--- src/rtl/core/uld_pkg.sv ---
`default_nettype none

package uld_pkg;

    localparam int LINE_COUNT_BITS = 24;
    localparam int CODE_POINT_W    = 21;
    localparam int LINE_BYTES_W    = 24;
    localparam int BYTE_W          = 8;
    localparam int PEND_DEPTH      = 3;
    localparam int FIFO_DEPTH      = 4;
    localparam int FIFO_PTR_W      = $clog2(FIFO_DEPTH);
    localparam int FIFO_CNT_W      = $clog2(FIFO_DEPTH + 1);
    localparam int SAT_EXT_W       = (LINE_COUNT_BITS > LINE_BYTES_W) ?
                                     LINE_COUNT_BITS : LINE_BYTES_W;

    localparam logic [LINE_COUNT_BITS-1:0] CNT_MAX  = {LINE_COUNT_BITS{1'b1}};
    localparam logic [LINE_BYTES_W-1:0]    BYTES_MAX = {LINE_BYTES_W{1'b1}};
    localparam logic [CODE_POINT_W-1:0]    CP_NEWLINE = CODE_POINT_W'(8'h0A);

    localparam logic [BYTE_W-1:0] ASCII_LIMIT = 8'b1000_0000;
    localparam logic [5:0] CONT_MASK  = 6'b111111;
    localparam logic [4:0] LEAD2_MASK = 5'b11111;
    localparam logic [3:0] LEAD3_MASK = 4'b1111;
    localparam logic [2:0] LEAD4_MASK = 3'b111;

    typedef enum logic [0:0] {
        KIND_CHAR = 1'b0,
        KIND_LINE = 1'b1
    } t_kind;

    typedef struct packed {
        t_kind                    kind;
        logic [CODE_POINT_W-1:0]  code_point;
        logic [LINE_BYTES_W-1:0]  line_bytes;
        logic                     last;
    } t_result;

    typedef struct packed {
        logic [1:0] count;
        t_result    res0;
        t_result    res1;
    } t_dec_out;

    function automatic logic [2:0] f_seq_len(input logic [BYTE_W-1:0] lead);
        logic [2:0] len;
        case (lead) inside
            [8'h00:8'h7F]: len = 3'd1;
            [8'h80:8'hDF]: len = 3'd2;
            [8'hE0:8'hEF]: len = 3'd3;
            default:       len = 3'd4;
        endcase
        return len;
    endfunction

    function automatic logic [LINE_BYTES_W-1:0] f_sat_bytes(
        input logic [LINE_COUNT_BITS-1:0] v
    );
        logic [SAT_EXT_W-1:0] ext;
        ext = SAT_EXT_W'(v);
        if (ext > SAT_EXT_W'(BYTES_MAX)) begin
            return BYTES_MAX;
        end
        return ext[LINE_BYTES_W-1:0];
    endfunction

    function automatic logic [LINE_COUNT_BITS-1:0] f_cnt_inc(
        input logic [LINE_COUNT_BITS-1:0] v
    );
        if (v == CNT_MAX) begin
            return v;
        end
        return v + LINE_COUNT_BITS'(1);
    endfunction

endpackage

`default_nettype wire

--- src/rtl/core/uld_decode.sv ---
`default_nettype none

module uld_decode (
    input  logic                       i_clk,
    input  logic                       i_rst_n,
    input  logic                       i_step,
    input  logic [uld_pkg::BYTE_W-1:0] i_byte,
    input  logic                       i_eos,
    output uld_pkg::t_dec_out          o_dec
);
    import uld_pkg::*;

    logic [BYTE_W-1:0]          r_pend [PEND_DEPTH];
    logic [BYTE_W-1:0]          n_pend [PEND_DEPTH];
    logic [1:0]                 r_pend_cnt;
    logic [1:0]                 n_pend_cnt;
    logic [LINE_COUNT_BITS-1:0] r_line_cnt;

    logic                       found;
    logic [CODE_POINT_W-1:0]    cp;
    logic [2:0]                 need;
    logic [5:0]                 cont;
    logic [LINE_COUNT_BITS-1:0] cnt_inc;
    logic [LINE_COUNT_BITS-1:0] cnt_after;
    logic [LINE_COUNT_BITS-1:0] cnt_fin;
    logic                       is_nl;
    t_result                    res_dec;
    t_result                    res_eos;

    // utf-8 sequence assembly
    always_comb begin
        found      = 1'b0;
        cp         = '0;
        n_pend     = r_pend;
        n_pend_cnt = r_pend_cnt;
        need       = f_seq_len(r_pend[0]);
        cont       = i_byte[5:0] & CONT_MASK;
        if (r_pend_cnt == 2'd0) begin
            if (i_byte < ASCII_LIMIT) begin
                found = 1'b1;
                cp    = CODE_POINT_W'(i_byte);
            end else begin
                n_pend[0]  = i_byte;
                n_pend_cnt = 2'd1;
            end
        end else if ({1'b0, r_pend_cnt} + 3'd1 == need) begin
            found      = 1'b1;
            n_pend_cnt = 2'd0;
            case (need)
                3'd2: cp = CODE_POINT_W'({r_pend[0][4:0] & LEAD2_MASK, cont});
                3'd3: cp = CODE_POINT_W'({r_pend[0][3:0] & LEAD3_MASK,
                                          r_pend[1][5:0] & CONT_MASK, cont});
                default: cp = CODE_POINT_W'({r_pend[0][2:0] & LEAD4_MASK,
                                             r_pend[1][5:0] & CONT_MASK,
                                             r_pend[2][5:0] & CONT_MASK, cont});
            endcase
        end else if (r_pend_cnt < 2'd3) begin
            n_pend[r_pend_cnt] = i_byte;
            n_pend_cnt         = r_pend_cnt + 2'd1;
        end
    end

    // line counting and result forming
    always_comb begin
        cnt_inc   = f_cnt_inc(r_line_cnt);
        is_nl     = found && (cp == CP_NEWLINE);
        cnt_after = is_nl ? '0 : cnt_inc;
        cnt_fin   = f_cnt_inc(cnt_after);

        res_dec.kind       = is_nl ? KIND_LINE : KIND_CHAR;
        res_dec.code_point = is_nl ? '0 : cp;
        res_dec.line_bytes = is_nl ? f_sat_bytes(cnt_inc) : '0;
        res_dec.last       = !i_eos;

        res_eos.kind       = KIND_LINE;
        res_eos.code_point = '0;
        res_eos.line_bytes = f_sat_bytes(cnt_fin);
        res_eos.last       = 1'b1;

        o_dec.count = {1'b0, found} + {1'b0, i_eos};
        o_dec.res0  = found ? res_dec : res_eos;
        o_dec.res1  = res_eos;
    end

    always_ff @(posedge i_clk) begin
        if (!i_rst_n) begin
            r_pend_cnt <= 2'd0;
            r_line_cnt <= '0;
        end else if (i_step) begin
            r_pend_cnt <= i_eos ? 2'd0 : n_pend_cnt;
            r_line_cnt <= i_eos ? '0 : cnt_after;
        end
    end

    always_ff @(posedge i_clk) begin
        if (i_step) begin
            r_pend <= n_pend;
        end
    end

endmodule

`default_nettype wire

--- src/rtl/core/uld_fifo.sv ---
`default_nettype none

module uld_fifo (
    input  logic              i_clk,
    input  logic              i_rst_n,
    input  logic              i_push,
    input  uld_pkg::t_dec_out i_dec,
    output logic              o_room,
    output logic              o_valid,
    input  logic              i_ready,
    output uld_pkg::t_result  o_res
);
    import uld_pkg::*;

    t_result               r_mem [FIFO_DEPTH];
    logic [FIFO_PTR_W-1:0] r_wr_ptr;
    logic [FIFO_PTR_W-1:0] r_rd_ptr;
    logic [FIFO_CNT_W-1:0] r_count;
    logic [FIFO_PTR_W-1:0] wr_ptr1;
    logic [FIFO_CNT_W-1:0] push_n;
    logic                  pop;

    always_comb begin
        wr_ptr1 = r_wr_ptr + FIFO_PTR_W'(1);
        push_n  = i_push ? FIFO_CNT_W'(i_dec.count) : '0;
        o_valid = (r_count != '0);
        pop     = o_valid && i_ready;
        o_room  = (r_count <= FIFO_CNT_W'(FIFO_DEPTH - 2));
        o_res   = r_mem[r_rd_ptr];
    end

    always_ff @(posedge i_clk) begin
        if (!i_rst_n) begin
            r_wr_ptr <= '0;
            r_rd_ptr <= '0;
            r_count  <= '0;
        end else begin
            r_wr_ptr <= r_wr_ptr + FIFO_PTR_W'(push_n);
            r_rd_ptr <= r_rd_ptr + FIFO_PTR_W'(pop);
            r_count  <= r_count + push_n - FIFO_CNT_W'(pop);
        end
    end

    always_ff @(posedge i_clk) begin
        if (i_push && (i_dec.count != 2'd0)) begin
            r_mem[r_wr_ptr] <= i_dec.res0;
        end
        if (i_push && (i_dec.count == 2'd2)) begin
            r_mem[wr_ptr1] <= i_dec.res1;
        end
    end

endmodule

`default_nettype wire

--- src/rtl/core/utf8_decoder_line_splitter.sv ---
// Decodes a byte stream as UTF-8 (length from the lead byte only, continuation
// bytes unchecked) and reports one result per code point, except that a newline
// gives a line-end result with the line's byte count, newline included. A byte
// flagged end_of_stream adds a final line-end result with the count plus one and
// returns the block to its start state. A byte enters in every cycle while the
// four-entry result queue has room for two results; a byte that causes one result
// sustains one byte per cycle, and a byte that causes two has them leave the
// queue one after the other on the result side. An input beat passes through
// an input register, then decode and queue write, before its first result beat.
`default_nettype none

module utf8_decoder_line_splitter (
    input  logic                             i_clk,
    input  logic                             i_rst_n,
    input  logic                             i_in_valid,
    output logic                             o_in_ready,
    input  logic [uld_pkg::BYTE_W-1:0]       i_data_byte,
    input  logic                             i_end_of_stream,
    output logic                             o_out_valid,
    input  logic                             i_out_ready,
    output logic                             o_kind,
    output logic [uld_pkg::CODE_POINT_W-1:0] o_code_point,
    output logic [uld_pkg::LINE_BYTES_W-1:0] o_line_bytes,
    output logic                             o_last
);
    import uld_pkg::*;

    logic              r_in_vld;
    logic [BYTE_W-1:0] r_in_byte;
    logic              r_in_eos;
    logic              step;
    logic              room;
    t_dec_out          dec;
    t_result           res;

    assign step       = r_in_vld && room;
    assign o_in_ready = !r_in_vld || room;

    // input beat register
    always_ff @(posedge i_clk) begin
        if (!i_rst_n) begin
            r_in_vld <= 1'b0;
        end else if (o_in_ready) begin
            r_in_vld <= i_in_valid;
        end
    end

    always_ff @(posedge i_clk) begin
        if (o_in_ready && i_in_valid) begin
            r_in_byte <= i_data_byte;
            r_in_eos  <= i_end_of_stream;
        end
    end

    uld_decode u_decode (
        .i_clk   (i_clk),
        .i_rst_n (i_rst_n),
        .i_step  (step),
        .i_byte  (r_in_byte),
        .i_eos   (r_in_eos),
        .o_dec   (dec)
    );

    uld_fifo u_fifo (
        .i_clk   (i_clk),
        .i_rst_n (i_rst_n),
        .i_push  (step),
        .i_dec   (dec),
        .o_room  (room),
        .o_valid (o_out_valid),
        .i_ready (i_out_ready),
        .o_res   (res)
    );

    assign o_kind       = res.kind;
    assign o_code_point = res.code_point;
    assign o_line_bytes = res.line_bytes;
    assign o_last       = res.last;

endmodule

`default_nettype wire

--- config.mk ---
export PLATFORM = sky130hd
export DESIGN_NAME = utf8_decoder_line_splitter
export DESIGN_NICKNAME = d
export VERILOG_FILES = /design/src/rtl/core/uld_pkg.sv /design/src/rtl/core/uld_decode.sv /design/src/rtl/core/uld_fifo.sv /design/src/rtl/core/utf8_decoder_line_splitter.sv
export SDC_FILE = /design/constraint.sdc
export NUM_CORES = 1
export LEC_CHECK = 0
export BUFFER_PORTS_ARGS = -buffer_cell sky130_fd_sc_hd__buf_2
export CAP_MARGIN = 20
export CELL_PAD_IN_SITES_DETAIL_PLACEMENT = 2
export CELL_PAD_IN_SITES_GLOBAL_PLACEMENT = 2
export CORE_ASPECT_RATIO = 1.4
export CORE_MARGIN = 1.5
export CORE_UTILIZATION = 40
export CTS_CLUSTER_SIZE = 20
export DETAILED_ROUTE_END_ITERATION = 16
export GPL_TIMING_DRIVEN = 0
export HOLD_SLACK_MARGIN = 0.06
export MAX_ROUTING_LAYER = met4
export PLACE_DENSITY = 0.8
export REMOVE_ABC_BUFFERS = 1
export SYNTH_ARGS = -nofsm -noshare
export SYNTH_HDL_FRONTEND = slang
export SYNTH_HIERARCHICAL = 1
export SYNTH_SLANG_ARGS = --single-unit
--- constraint.sdc ---
create_clock -name i_clk -period 5.55 [get_ports i_clk]
set_input_delay 0.2775 -clock i_clk [delete_from_list [all_inputs] [get_ports i_clk]]
set_output_delay 0.2775 -clock i_clk [all_outputs]
set_load 0.01 [all_outputs]
-- Word-level counts from Yosys, hierarchy flattened
Memories as Yosys holds them, arrays and structs flattened. A register that Yosys moved wholly into a read port is not among the register bits.
Index checks and enable logic that the tools add are counted.
- add/sub/neg operators: 10
- magnitude comparators: 13
- eq/ne operators: 10
- muxes and demuxes: 46
- bitwise operators: 3
- reductions and logical operators: 21
- operators by type and width (kind ; number):
    24-bit 2-to-1 mux ; 13
    21-bit 2-to-1 mux ; 3
    24-bit by 1-bit adder with 24-bit output (second input constant) ; 2
    24-bit equality test (second input constant) ; 2
    24-bit greater-than comparator (second input constant) ; 2
    47-bit 2-to-1 mux ; 1
    21-bit case mux with 2 select lines ; 1
    8-bit 2-to-1 mux ; 4
    24-bit bitwise mux ; 1
    21-bit by 4-bit equality test with 1-bit output (second input constant) ; 1
    8-bit demux with 2-bit select ; 1
    8-bit greater-or-equal comparator (second input constant) ; 2
    8-bit less-or-equal comparator (second input constant) ; 2
    2-bit 2-to-1 mux ; 7
    1-bit 2-to-1 mux ; 12
    1-bit logical AND ; 10
    3-bit 2-to-1 mux ; 3
    8-bit by 1-bit greater-or-equal comparator with 1-bit output (second input constant) ; 1
    8-bit by 7-bit less-or-equal comparator with 1-bit output (second input constant) ; 1
    8-bit less-than comparator (second input constant) ; 1
    4-bit AND reduction ; 2
    3-bit by 2-bit equality test with 1-bit output (second input constant) ; 2
    2-bit by 1-bit adder with 2-bit output (second input constant) ; 2
    2-bit nonzero test ; 2
    other kinds (23) ; 25
- bits in registers: 67
- RAM bits: 188
- input bits: 13
- word-level logic and storage cells: 115
- memories: 1
- memories (memory ; depth ; width ; read ports ; clocked after Yosys merged registers in ; write ports ; line ; RTL):
    u_fifo.r_mem ; 4 ; 47 ; 1 ; 1 ; 2 ; uld_fifo.sv:15 ; t_result r_mem [FIFO_DEPTH];

-- Depth between registers and ports, before layout
Gate-level depths: netlist (run 1).
- word-level depth: 19
- mapped depth: 22

-- Cells and area by module
The synthesis (run 1) kept the hierarchy.
- modules (own cells, without submodules) (module ; times used ; cells an instance ; area an instance (sq um) ; seq. area each (sq um)):
    uld_fifo ; 1 ; 504 ; 9641.7 ; 5785.5
    uld_decode ; 1 ; 612 ; 4553.1 ; 1121.1
    utf8_decoder_line_splitter ; 1 ; 15 ; 335.3 ; 290.3

-- Worst setup path before layout (run 1)
Ideal clock, no wire load.
- kind: flip-flop to flip-flop
- from: reg u_decode.r_pend_cnt[0]
- to: mem u_fifo/r_mem[1][0] (netlist bit) (enable)
- data arrival time: 4.720 ns
- setup slack: 0.378 ns
- stages on the path, launching flop included: 14
- path buffers: 1
- clock period less this slack: 5.172 ns
- cells stage by stage: dfxtp_1 > inv_1 > ha_1 > nand2b_1 > nor4_1 > a311oi_2 > nor2_1 > a21oi_2 > inv_2 > clkbuf_1 > ha_1 > mux2_2 > nand2_1 > nor2_1
- RTL lines (what ; line ; RTL):
    from (decl) ; uld_decode.sv:15 ; logic [1:0] r_pend_cnt;
    from (signal assigned) ; uld_decode.sv:90 ; r_pend_cnt <= i_eos ? 2'd0 : n_pend_cnt;
    to (decl) ; uld_fifo.sv:15 ;

==> impl_metrics.tcl, run 1 <==
set metrics [dict create \
    n_fill_cell 3471 \
    grt_pass1_wl_mm 71.2 \
    synth_cells 1131 \
    synthArstFlopShare 0 \
    rows 82 \
    p_per_area_nw_per_um2 320 \
    cp_slowest_cell "dfxtp_4" \
    p_seq_frac 0.438 \
    worstPathRequired_ps 5850 \
    cts_tree "yes" \
    min_period_ps 5440 \
    worstHoldStart "i_out_ready" \
    initial_core_util 0.406 \
    clock-root-buffer "clkbuf_16" \
    hold-path-endpoint "u_fifo/r_rd_ptr[1]$_SDFF_PN0_" \
    final_util 0.459 \
    drv_cap 0 \
    drc 0 \
    synth-edff-count 217 \
    p_switching_uw 1540 \
    io_buffers 61 \
    r2r.worst_path.cells 22 \
    dr.first_iter.drc_count 780 \
    cp-start-kind "flip-flop" \
    diodes 0 \
    internal-power_uw 3710 \
    cts_buffer_depth 3 \
    gr-total-overflow 0 \
    yosysUniqueCellTypes 82 \
    syn2layout_area_growth_pct 13.0 \
    clkPwrFrac 0.353 \
    hold_class "in2reg" \
    max_freq_ghz 0.184 \
    drive_gt1_frac 0.348 \
    p_sw_frac 0.293 \
    nNetsFinal 1214 \
    combinationalPowerShare 0.209 \
    dpl_cell_area_um2 15200 \
    grt_pass1_vias 11300 \
    leakagePower_uw 0.00586 \
    multi_input_area_um2 6910 \
    status "complete, no violations" \
    ios 62 \
    cp_top_family "simple AND/OR/NAND/NOR gates" \
    via_per_inst 6.04 \
    synthFlopType "edfxtp_1" \
    post-route-period-util 0.980 \
    clkTransAtPathRegs_ps 70 \
    firstDrtPassIters 5 \
    synth_seq_cells 251 \
    drt_wl_total_mm 48.8 \
    die_x_um 164 \
    met3_usage 0.0249 \
    met1_usage 0.272 \
    place_congestion 0.839 \
    max-slew-margin-rel 0.311 \
    slew_violations 0 \
    met2_usage 0.491 \
    final_cell_mix "edfxtp_1 (217), mux2_2 (160), nand2_1 (74)" \
    layout_commonest_cell "edfxtp_1" \
    setup_viol_count_final 0 \
    crit_chain "inv_1 -> ha_2 -> nand2b_1 -> o22ai_1 -> a311oi_2 -> buf_4 -> nor2_4 -> a21oi_4 -> inv_8 -> o211ai_1 -> buf_4 -> nand2b_1 -> inv_2 -> ha_4 -> nand3_1 -> a21oi_4 -> and4_4 -> and4b_4 -> and4_4 -> mux2_4 -> a22o_1 -> mux2_2" \
    r2r_end "u_fifo/r_mem[1][2]$_DFFE_PP_" \
    dieArea_um2 37500 \
    cp_num_buf_inv 5 \
    critPathMaxFanout 28 \
    vdd_drop_max_mv 0.244 \
    clock_sinks 251 \
    antenna_found_initial 0 \
    cts_buffers 27 \
    postRouteAntennaNets 0 \
    clock_latency_ps 560 \
    slowest_delay_ps 420 \
    core_um2 35800 \
    min_path_cells 4 \
    fin_worst_skew_ps 20.6 \
    track_usage 0.261 \
    htree_levels 1 \
    worstPathArrival_ps 5740 \
    seqCellArea_um2 7210 \
    syn_avg_cell_area_um2 12.8 \
    route.vias.total 10100 \
    synth_seq_area_share 0.495 \
    hpwlAfterDp_mm 28.5 \
    fin_area_um2 16400 \
    worst-slew-pin-transition_ps 1030 \
    r2r_start "u_decode/r_pend_cnt[0]$_SDFFE_PN0P_" \
    synth_area_um2 14500 \
    wl_per_cell_um 29.2 \
    grt_max_degree 49 \
    crit_type "reg2reg" \
    busiest_layer "met2" \
    total_power_uw 5250 \
    die_h_um 229 \
    ff2ff_setup_slack_ps 110 \
    critPathCaptureType "flip-flop" \
    hold_viol_final 0 \
    yosysWarnings 6 \
]
[worst min-delay path, cell delays in order]
cell	delay (ps)
buf_2	110
o311ai_0	140
xnor2_1	80
and2_1	160
[Yosys cell counts, drive strengths merged (11+ instances only)]
library cell | number | area [um2]
and2 | 29 | 185
xor2 | 15 | 131
nor2 | 47 | 176
clkbuf | 27 | 101
a21boi | 25 | 191
dfxtp | 34 | 681
buf | 66 | 485
nand2 | 76 | 285
and3 | 18 | 113
xnor2 | 26 | 228
o21ai | 55 | 275
nor4 | 11 | 68.8
nor3 | 11 | 60.1
nand3 | 39 | 205
inv | 18 | 67.6
mux2 | 191 | 2270
ha | 11 | 138
nand4 | 13 | 115
edfxtp | 217 | 6520
mux4 | 47 | 1060
a21oi | 34 | 178
[cell type report]
type                            count  share of cell area
Sequential cell                   251               0.439
Inverter                           18             0.00457
Tap cell                          462              0.0352
Clock buffer                       28              0.0414
Clock inverter                     21              0.0114
Multi-Input combinational cell    792               0.421
Timing Repair Buffer               99              0.0480
[state kept, by name, indices dropped and copies added, names as in the netlist]
register,flops
r_in_byte,8
r_in_eos,1
r_in_vld,1
u_decode/r_line_cnt,24
u_decode/r_pend,20
u_decode/r_pend_cnt,2
u_fifo/r_count,3
u_fifo/r_mem,188
u_fifo/r_rd_ptr,2
u_fifo/r_wr_ptr,2
[metal layers]
layer  vias up  wire, um
li1       4396         -
met1      5264     18200
met2       301     27100
met3       125      1590
met4         0      1970
met5         -         0
[cell families (layout without fill, tap and decap cells)]
logic type                 after synthesis  in the layout  synth area share
muxes                                  241            241             0.231
AOI/OAI and AO/OA                      172            173            0.0784
xor gates and xnor gates                41             41            0.0247
adders and majority gates               12             12            0.0108
other                                    2             23          0.000517
and+or+nand+nor                        301            302             0.114
buffers and inverters                  111            166            0.0450
DFF                                    251            251             0.495
[per-stage QoR]
stage | hold slack [ps] | TNS [ps] | instances | worst slack [ps]
3_3_place_gp | 480 | -720650 | 1582 | -3400
2_1_floorplan | 376 | -899 | 1059 | -180
5_1_grt | 282 | -56.1 | 1671 | -20.5
6_report | 252 | 0 | 1671 | 109
4_1_cts | 216 | 0 | 1663 | 13.9
3_5_place_dp | 470 | -169970 | 1593 | -1980
[worst max-delay path by stage]
stage	cells after the start	startpoint	slack (ps)	to
6_report	22	u_decode/r_pend_cnt[0]$_SDFFE_PN0P_	110	u_fifo/r_mem[1][2]$_DFFE_PP_
5_1_grt	22	u_decode/r_pend_cnt[0]$_SDFFE_PN0P_	-20	u_fifo/r_mem[2][2]$_DFFE_PP_
4_1_cts	22	u_decode/r_pend_cnt[0]$_SDFFE_PN0P_	10	u_fifo/r_mem[1][2]$_DFFE_PP_
3_5_place_dp	21	u_decode/r_pend_cnt[0]$_SDFFE_PN0P_	-1980	u_fifo/r_mem[3][1]$_DFFE_PP_
3_3_place_gp	12	u_decode/r_pend_cnt[0]$_SDFFE_PN0P_	-3400	u_fifo/r_mem[1][23]$_DFFE_PP_
2_1_floorplan	20	u_decode/r_pend_cnt[0]$_SDFFE_PN0P_	-180	u_fifo/r_mem[0][2]$_DFFE_PP_
[power groups by stage]
stage	logic, uW	registers (uW)	clock network, uW
CTS	1070	2300	1870
floorplan	637	2310	0
global route	1170	2310	1940
finish	1100	2300	1850
global placement	935	2390	0
detailed placement	1030	2340	0
[repair_timing]
action	4_1_cts	5_1_grt
cloned	2	0
resized for setup	14	9
pin swaps	2	1
hold buffers	10	0
setup endpoints to repair	183	92
endpoints found under the hold margin	10	0
buffers inserted	9	6
Power figures use the tool's default switching activity.
==> run 2: changes to the inputs <==
Settings changed: ABC_AREA from default to 1, CORE_UTILIZATION 40 to 35.
==> run 2 against run 1 <==
Net effect:
- clock skew rose by 6.2 ps
- highest routed layer unchanged
- largest power group unchanged
- via count rose by 25%
- global-route usage fell by 2.0 points
- hold slack improved by 190 ps
- sequential power barely moved
- core utilization fell by 6.2 points
- final area barely moved
- clock power rose by 3%
==> impl_metrics.tcl, run 2 <==
set metrics [dict create \
    wl_per_cell_um 21.1 \
    rows 88 \
    core_um2 41400 \
    max_freq_ghz 0.193 \
    grt_max_degree 86 \
    io_buffers 61 \
    ios 62 \
    top_register "u_fifo/r_mem" \
    leakagePower_uw 0.00596 \
    fin_cells 2359 \
    max-slew-margin-rel 0.342 \
    cp_num_buf_inv 6 \
    drive_gt1_frac 0.135 \
    synth_seq_area_share 0.489 \
    hpwlAfterDp_mm 32.9 \
    fin_ws_ps 378 \
    final_cell_mix "nand2_1 (449), edfxtp_1 (217), o21ai_0 (178)" \
    clkTransAtPathRegs_ps 60 \
    met3_usage 0.0286 \
    syn2layout_area_growth_pct 11.6 \
    initial_core_util 0.356 \
    cp_top_family "simple AND/OR/NAND/NOR gates" \
    cp-start-kind "flip-flop" \
    fin_area_um2 16400 \
    die_h_um 246 \
    track_usage 0.240 \
    status "complete, no violations" \
    cp_common_cell "nand2_1" \
    synth_cells 1769 \
    synthFlopType "edfxtp_1" \
    min_period_ps 5170 \
    yosysWarnings 6 \
    cp_slowest_cell "nor2_2" \
    layout_commonest_cell "nand2_1" \
    drt_wl_total_mm 49.7 \
    clock-root-buffer "clkbuf_16" \
    synth_area_leader_cell "edfxtp_1" \
    met1_usage 0.233 \
    busiest_layer "met2" \
    yosys-top-cells-count "nand2_1 (453), edfxtp_1 (217), o21ai_0 (178)" \
    netlist.area_leader.share 0.443 \
    syn_avg_cell_area_um2 8.32 \
    vdd_drop_max_mv 0.230 \
    setup_tns_ps 0 \
    top_regs "u_fifo/r_mem (188), u_decode/r_line_cnt (24), u_decode/r_pend (20)" \
    die_x_um 176 \
    grt_setup_unrepaired "false" \
    synth_most_common_cell "nand2_1" \
    clock_latency_ps 570 \
    route.vias.total 12600 \
    grt_pass1_wl_mm 78.0 \
    cts_buffers 28 \
    dieArea_um2 43300 \
    met2_usage 0.476 \
    pre_cts_slack_ps -278 \
    nNetsFinal 1823 \
    netlist_top_cells_area "edfxtp_1 (44%), nand2_1 (12%), o21ai_0 (6.1%)" \
    synth_area_um2 14700 \
    cts_tree "yes" \
    slew_violations 0 \
    crit_type "reg2reg" \
    critPathCaptureType "flip-flop" \
    hold_class "in2reg" \
    hold_viol_final 0 \
    gr-total-overflow 0 \
    setup_viol_count_final 0 \
    final_util 0.397 \
    worstPathArrival_ps 5450 \
    firstDrtPassIters 4 \
    slowest_delay_ps 460 \
    p_per_area_nw_per_um2 335 \
    drv_cap 0 \
    yosysUniqueCellTypes 48 \
    fin_worst_skew_ps 26.7 \
    diodes 0 \
    post-route-period-util 0.932 \
    place_congestion 0.900 \
    synth_seq_cells 251 \
    worst-slew-pin-transition_ps 981 \
    via_per_inst 5.34 \
    dr.first_iter.drc_count 538 \
    worstPathRequired_ps 5830 \
    critPathMaxFanout 23 \
    dp_cells 2286 \
    htree_levels 1 \
    drc 0 \
    antenna_found_initial 0 \
    synth-edff-count 217 \
    cts_buffer_depth 3 \
    dpl_cell_area_um2 15300 \
    grt_pass1_vias 14100 \
    synthArstFlopShare 0 \
    postRouteAntennaNets 0 \
    largest_reg_flops 188 \
    clock_sinks 251 \
]
[run 2: report_power, final]
part           leakage, uW  internal (uW)  switching [uW]  total, uW
sequential         0.00226           2200            97.3       2290
combinational      0.00325            403             897       1300
clock             0.000448           1130             779       1910
total              0.00596           3730            1770       5500
[run 2: path summary, 6_finish.rpt]
| kind | end | cells past startpoint | from | slack (ps) |
|---|---|---|---|---|
| worst min register to register | u_decode/r_line_cnt[4]$_SDFFE_PN0P_ | 2 | u_decode/r_line_cnt[4]$_SDFFE_PN0P_ | 510 |
| worst min-delay path | r_in_byte[2]$_DFFE_PP_ | 2 | i_data_byte[2] | 450 |
| worst max-delay path | u_fifo/r_mem[1][4]$_DFFE_PP_ | 28 | u_decode/r_pend_cnt[0]$_SDFFE_PN0P_ | 380 |
| worst max register to register | u_fifo/r_mem[1][4]$_DFFE_PP_ | 28 | u_decode/r_pend_cnt[0]$_SDFFE_PN0P_ | 380 |
[run 2: area by class of cell]
| type | instances | area [um2] |
|---|---|---|
| fill | 4685 | 25000 |
| sequential | 251 | 7200 |
| multi-input combinational | 1263 | 6300 |
| clock buffer | 33 | 741 |
| timing repair buffer | 92 | 706 |
| tap | 540 | 676 |
| inverter | 162 | 611 |
| clock inverter | 18 | 190 |
[run 2: through the flow]
step	power (uW)	hold slack, ps
final	5500	445
after global routing	5750	450
after CTS	5560	413
after detailed placement	3610	456
after global placement	3520	459
after floorplan	3020	371
[run 2: worst register-to-register path: cells and delay by family (launching register included)]
kind	cells	cell delay [ps]
AOI/OAI and AO/OA	2	330
and+or+nand+nor	18	2730
adders and majority gates	2	580
buffers and inverters	6	840
DFF	1	420
[run 2: logic make-up (layout without fill, tap and decap cells)]
kind of cell / Yosys count / in the layout / share of synthesized area
AOI/OAI and AO/OA: 397 / 397 / 0.149
xor gates and xnor gates: 34 / 34 / 0.0213
adders and majority gates: 12 / 12 / 0.0107
buffers and inverters: 278 / 305 / 0.0953
DFF: 251 / 251 / 0.489
other: 2 / 23 / 0.000510
and+or+nand+nor: 795 / 797 / 0.234
[run 2: layer usage]
| metal | part of all wire | vias to the layer above |
|---|---|---|
| met1 | 0.37 | 6404 |
| met4 | 0.036 | 0 |
| met3 | 0.024 | 98 |
| li1 | - | 5940 |
| met5 | 0 | - |
| met2 | 0.57 | 159 |
[run 2: what timing repair did]
item                                    4_1_cts  5_1_grt
hold buffers                                 13        0
hold endpoints to repair                     14        0
gates resized for setup                       3        4
pin swaps                                     1        0
endpoints found under the setup margin       94       96
setup buffers                                 0        7
cloned                                        2        0
